File: src/cal_pkg.sv
// cal_pkg: shared types, constants and command codes for the card access lock controller
// no dependencies
`default_nettype none
package cal_pkg;
  localparam int TABLE_ENTRIES = 16;
  localparam int LOG_ENTRIES = 16;
  localparam int MAX_ID_BYTES = 10;
  localparam int TAW = $clog2(TABLE_ENTRIES);
  localparam int LAW = $clog2(LOG_ENTRIES);
  localparam logic [13:0] PULSE_MIN = 14'd500;
  localparam logic [13:0] PULSE_MAX = 14'd15000;
  localparam logic [13:0] PULSE_RESET = 14'd3000;

  localparam logic [2:0] CMD_TICK = 3'd0;
  localparam logic [2:0] CMD_CARD = 3'd1;
  localparam logic [2:0] CMD_TOGGLE = 3'd2;
  localparam logic [2:0] CMD_ADD = 3'd3;
  localparam logic [2:0] CMD_REMOVE = 3'd4;
  localparam logic [2:0] CMD_CLEAR = 3'd5;
  localparam logic [2:0] CMD_RD_ENTRY = 3'd6;
  localparam logic [2:0] CMD_RD_EVENT = 3'd7;

  localparam logic [2:0] ST_OK = 3'd0;
  localparam logic [2:0] ST_BAD_LEN = 3'd1;
  localparam logic [2:0] ST_FULL = 3'd2;
  localparam logic [2:0] ST_DUP = 3'd3;
  localparam logic [2:0] ST_NOT_FOUND = 3'd4;
  localparam logic [2:0] ST_BAD_INDEX = 3'd5;
  localparam logic [2:0] ST_IGNORED = 3'd6;

  localparam logic [1:0] EV_GRANTED = 2'd0;
  localparam logic [1:0] EV_DENIED = 2'd1;
  localparam logic [1:0] EV_TOGGLE = 2'd2;

  typedef enum logic [2:0] {
    S_IDLE, S_SCAN, S_SHIFT, S_RDWAIT, S_DONE
  } state_t;

  // controller -> datapath
  typedef struct packed {
    logic load;      // capture input beat
    logic scan_rd;   // read table at scan pointer
    logic scan_step; // advance scan pointer
    logic shift_wr;  // move entry down by one
    logic finish;    // commit command and form result
    logic item_rd;   // indexed read
  } cal_cmd_t;

  // datapath -> controller
  typedef struct packed {
    logic scan_end;  // pointer reached fill
    logic hit;       // registered compare hit
    logic need_scan; // command needs table search
    logic is_read;
    logic shift_end;
    logic cmp_wait;  // a table read is still being compared
  } cal_stat_t;

  function automatic logic len_ok(input logic [3:0] n);
    return (n >= 4'd1) && (n <= 4'(MAX_ID_BYTES));
  endfunction
endpackage
`default_nettype wire

File: src/cal_ctrl.sv
// cal_ctrl: command sequencer for the card access lock controller
// depends on cal_pkg
`default_nettype none
module cal_ctrl (
  input  wire logic                clk,
  input  wire logic                rst,
  input  wire logic                in_valid,
  output      logic                in_stall,
  output      logic                out_valid,
  input  wire logic                out_stall,
  input  wire cal_pkg::cal_stat_t  st,
  output      cal_pkg::cal_cmd_t   cmd
);
  cal_pkg::state_t state, state_next;

  always_ff @(posedge clk) begin
    if (rst) state <= cal_pkg::S_IDLE;
    else state <= state_next;
  end

  always_comb begin
    state_next = state;
    cmd = '0;
    in_stall = 1'b1;
    out_valid = 1'b0;
    case (state)
      cal_pkg::S_IDLE: begin
        in_stall = 1'b0;
        if (in_valid) begin
          cmd.load = 1'b1;
          state_next = cal_pkg::S_SCAN;
        end
      end
      cal_pkg::S_SCAN: begin
        // search loop: read entry, compare next cycle
        if (st.is_read) begin
          cmd.item_rd = 1'b1;
          state_next = cal_pkg::S_RDWAIT;
        end else if (st.cmp_wait) begin
          state_next = cal_pkg::S_SCAN;
        end else if (!st.need_scan || st.hit || st.scan_end) begin
          if (st.hit && st.need_scan && !st.shift_end) state_next = cal_pkg::S_SHIFT;
          else begin
            cmd.finish = 1'b1;
            state_next = cal_pkg::S_DONE;
          end
        end else begin
          cmd.scan_rd = 1'b1;
          cmd.scan_step = 1'b1;
        end
      end
      cal_pkg::S_SHIFT: begin
        if (st.shift_end) begin
          cmd.finish = 1'b1;
          state_next = cal_pkg::S_DONE;
        end else cmd.shift_wr = 1'b1;
      end
      cal_pkg::S_RDWAIT: begin
        cmd.finish = 1'b1;
        state_next = cal_pkg::S_DONE;
      end
      cal_pkg::S_DONE: begin
        out_valid = 1'b1;
        if (!out_stall) state_next = cal_pkg::S_IDLE;
      end
      default: state_next = cal_pkg::S_IDLE;
    endcase
  end
endmodule
`default_nettype wire

File: config.mk
export PLATFORM = sky130hd
export DESIGN_NAME = cal_ctrl
export DESIGN_NICKNAME = d
export VERILOG_FILES = /design/src/cal_pkg.sv /design/src/cal_ctrl.sv
export SDC_FILE = /design/constraint.sdc
export NUM_CORES = 1
export LEC_CHECK = 0
export ABC_AREA = 0
export BUFFER_PORTS_ARGS = -buffer_cell sky130_fd_sc_hd__buf_2
export CELL_PAD_IN_SITES_DETAIL_PLACEMENT = 1
export CELL_PAD_IN_SITES_GLOBAL_PLACEMENT = 1
export CORE_AREA = 8 8 45 47
export CTS_CLUSTER_SIZE = 14
export DETAILED_ROUTE_END_ITERATION = 8
export DIE_AREA = 0 0 53 55
export GPL_TIMING_DRIVEN = 1
export HOLD_SLACK_MARGIN = 0.06
export PLACE_DENSITY_LB_ADDON = 0.3
export SETUP_SLACK_MARGIN = 0.1
export SLEW_MARGIN = 20
export SYNTH_ARGS = -nofsm -noshare
export SYNTH_HDL_FRONTEND = slang
export SYNTH_SLANG_ARGS = --single-unit
export TNS_END_PERCENT = 30
File: constraint.sdc
create_clock -name clk -period 1.3 [get_ports clk]
set_clock_uncertainty 0.05 [all_clocks]
set_input_delay 0.26 -clock clk [delete_from_list [all_inputs] [get_ports clk]]
set_output_delay 0.26 -clock clk [all_outputs]
set_load 0.1 [all_outputs]
==> flow_summary.json <==
{
  "synth_cells": 39,
  "wirelength_um": 1270,
  "synthXorXnorAreaFrac_pct": 0,
  "port_buffers": 17,
  "cts_num_sinks": 3,
  "reg_top3": "state x3",
  "ant_nets": 0,
  "muxShareOfSynthArea_pct": 0,
  "drt_iter0_drc": 0,
  "finalHoldViolCount": 0,
  "setup_viol": 9,
  "dieArea_um2": 2920,
  "cp-end-kind": "output pin",
  "grt_pass1_wl_um": 2080,
  "status": "finished with violations",
  "worstMarginPinSlew_ns": 0.244,
  "drcViolationCount": 0,
  "numCtsBuffers": 3,
  "root_buffer": "clkbuf_4",
  "placed_area_um2": 609,
  "num_rows": 14,
  "largest_reg_flops": 3,
  "path_class": "reg2out",
  "max_stage_delay_ns": 0.43,
  "grt-ovfl-total": 0,
  "cts.clk_slew.worst_paths_ns": 0.04,
  "synth_top_family_by_area": "simple AND/OR/NAND/NOR gates",
  "place_worst_setup_slack_ns": -0.281,
  "io_pins": 18,
  "violations": "negative setup slack",
  "final_cells": 89,
  "path_max_fanout": 6,
  "initial_utilization_pct": 19.5,
  "critical_path_buf_inv_count": 1,
  "start_kind": "flop",
  "synth_fa_ha_area_share_pct": 0,
  "clockBufferDepth": 2,
  "hpwlAfterDp_um": 969,
  "cts_tree": "done",
  "synth_area_um2": 270,
  "viasPerCell": 4.69,
  "nNetsFinal": 84,
  "yosysWarnings": 0,
  "required_ns": 0.99,
  "grt_start_max_net_pins": 8,
  "slew_headroom_pct": 83.7,
  "slowest_stage": "or4_4",
  "hold-worst-slack_ns": 0.189,
  "rsz0062_at_grt": "true",
  "die_h_um": 55,
  "setup_slack_ns": -0.470,
  "maxSlewViolCount": 0,
  "grt.total_usage_pct": 9.61,
  "pwr_density_cell_nw_per_um2": 986,
  "placed_cells_incl_taps": 82,
  "antenna_found_initial": 0,
  "syn-mean-instance-area_um2": 6.93,
  "via_count": 417,
  "place_congestion": 0.795,
  "synth.yosys.seq_area_share_pct": 22.2,
  "min_period_ns": 1.77,
  "syn_to_final_growth_pct": 172,
  "wl_per_cell_um": 14.2,
  "diodes": 0,
  "timing.fmax_ghz": 0.565,
  "synth_compound_area_share_pct": 21.8,
  "die_w_um": 53,
  "finish.utilization_pct": 53.1,
  "first_pass_iters": 1,
  "core_um2": 1380,
  "maxCapViolations": 0,
  "filler_cell_count": 162,
  "crit_arrival_ns": 1.46,
  "crit_chain": "a21oi_2 > or4_4 > o21ai_4 > buf_12",
  "ys_ff_latch": 3,
  "post-route-cell-area_um2": 734,
  "ctsHtreeMaxLevel": 1,
  "clk_latency_ns": 0.23,
  "drive_gt1_share_pct": 72.6,
  "cp_top_family": "simple AND/OR/NAND/NOR gates",
  "top_register": "state",
  "leakage_uw": 0.000308,
  "cts_hold_buf": 0,
  "grt_pass1_vias": 482,
  "synthesis.nets": 49,
  "min_period_over_period_pct": 136,
  "worst_hold_path_type": "in2reg",
  "yosys.area_share.simple_pct": 48.6,
  "irDropWorstVdd_mv": 0.332,
  "ys_types": 23
}
-- cell type report --
type | instances | area [um^2] | share of cell area, %
timing repair buffer | 32 | 325 | 44.3
multi-input combinational | 32 | 284 | 38.7
tap | 16 | 20.0 | 2.73
sequential | 3 | 71.3 | 9.71
inverter | 2 | 7.51 | 1.02
clock buffer | 4 | 26.3 | 3.58
-- worst paths after layout --
check	slack, ns	cells past startpoint	start	endpoint
min reg2reg	0.45	1	state[0]	state[0]
min	0.19	2	rst	state[2]
max	-0.47	4	state[0]	cmd[1]
max reg2reg	-0.06	4	state[1]	state[0]
-- repair_timing --
action,CTS,global route
endpoints found under the setup margin,10,10
pin swaps,5,4
gates resized for setup,15,4
setup buffers,2,1
-- cell usage after synthesis --
cell | number | area, um^2
a22oi_1 | 1 | 7.51
nor2b_1 | 5 | 31.3
nor3b_1 | 1 | 7.51
o21ai_1 | 1 | 5.00
a31oi_1 | 1 | 6.26
o22ai_1 | 1 | 6.26
or3_1 | 2 | 12.5
nor3_1 | 1 | 5.00
nand3b_1 | 2 | 15.0
or4_1 | 1 | 7.51
or2_2 | 1 | 6.26
buf_4 | 1 | 7.51
a21oi_2 | 1 | 8.76
a311oi_1 | 1 | 8.76
nor2_1 | 5 | 18.8
o21a_1 | 1 | 7.51
and3_1 | 1 | 6.26
dfxtp_1 | 3 | 60.1
o32ai_1 | 1 | 8.76
inv_1 | 2 | 7.51
nor4_1 | 1 | 6.26
nand2_1 | 4 | 15.0
buf_2 | 1 | 5.00
-- through the flow --
step / TNS (ns) / power, uW
after floorplan: -5.92 / 339
after global placement: -1.40 / 496
after detailed placement: -1.51 / 500
after CTS: -2.90 / 711
after global routing: -3.23 / 760
final: -2.85 / 724
-- placed cells by master (no fill, tap or decap), types with 2 or more instances in the layout --
cell      count
buf_4        13
buf_2         9
buf_12        8
nor2b_1       3
nor2_1        3
nand2_1       3
clkbuf_4      3
dfxtp_4       3
nor2b_4       2
inv_1         2
nand3b_1      2
buf_6         2
-- layer usage --
metal | track usage [%] | wire length, um | vias up
met1 | 9.71 | 526 | 196
li1 | - | - | 206
met3 | 5.08 | 93 | 0
met4 | 2.59 | 0 | 0
met5 | 0 | 0 | -
met2 | 17.0 | 649 | 15
-- report_power, final --
group	internal [uW]	total, uW	switching [uW]
clock network	115	165	49.8
logic	191	443	252
registers	101	116	14.5
total	407	724	317
-- cell families after synthesis --
kind of cell,count (synthesis)
AOI/OAI and AO/OA,8
DFF,3
and+or+nand+nor,24
buffers and inverters,4
(Power assumes the default switching activity.)
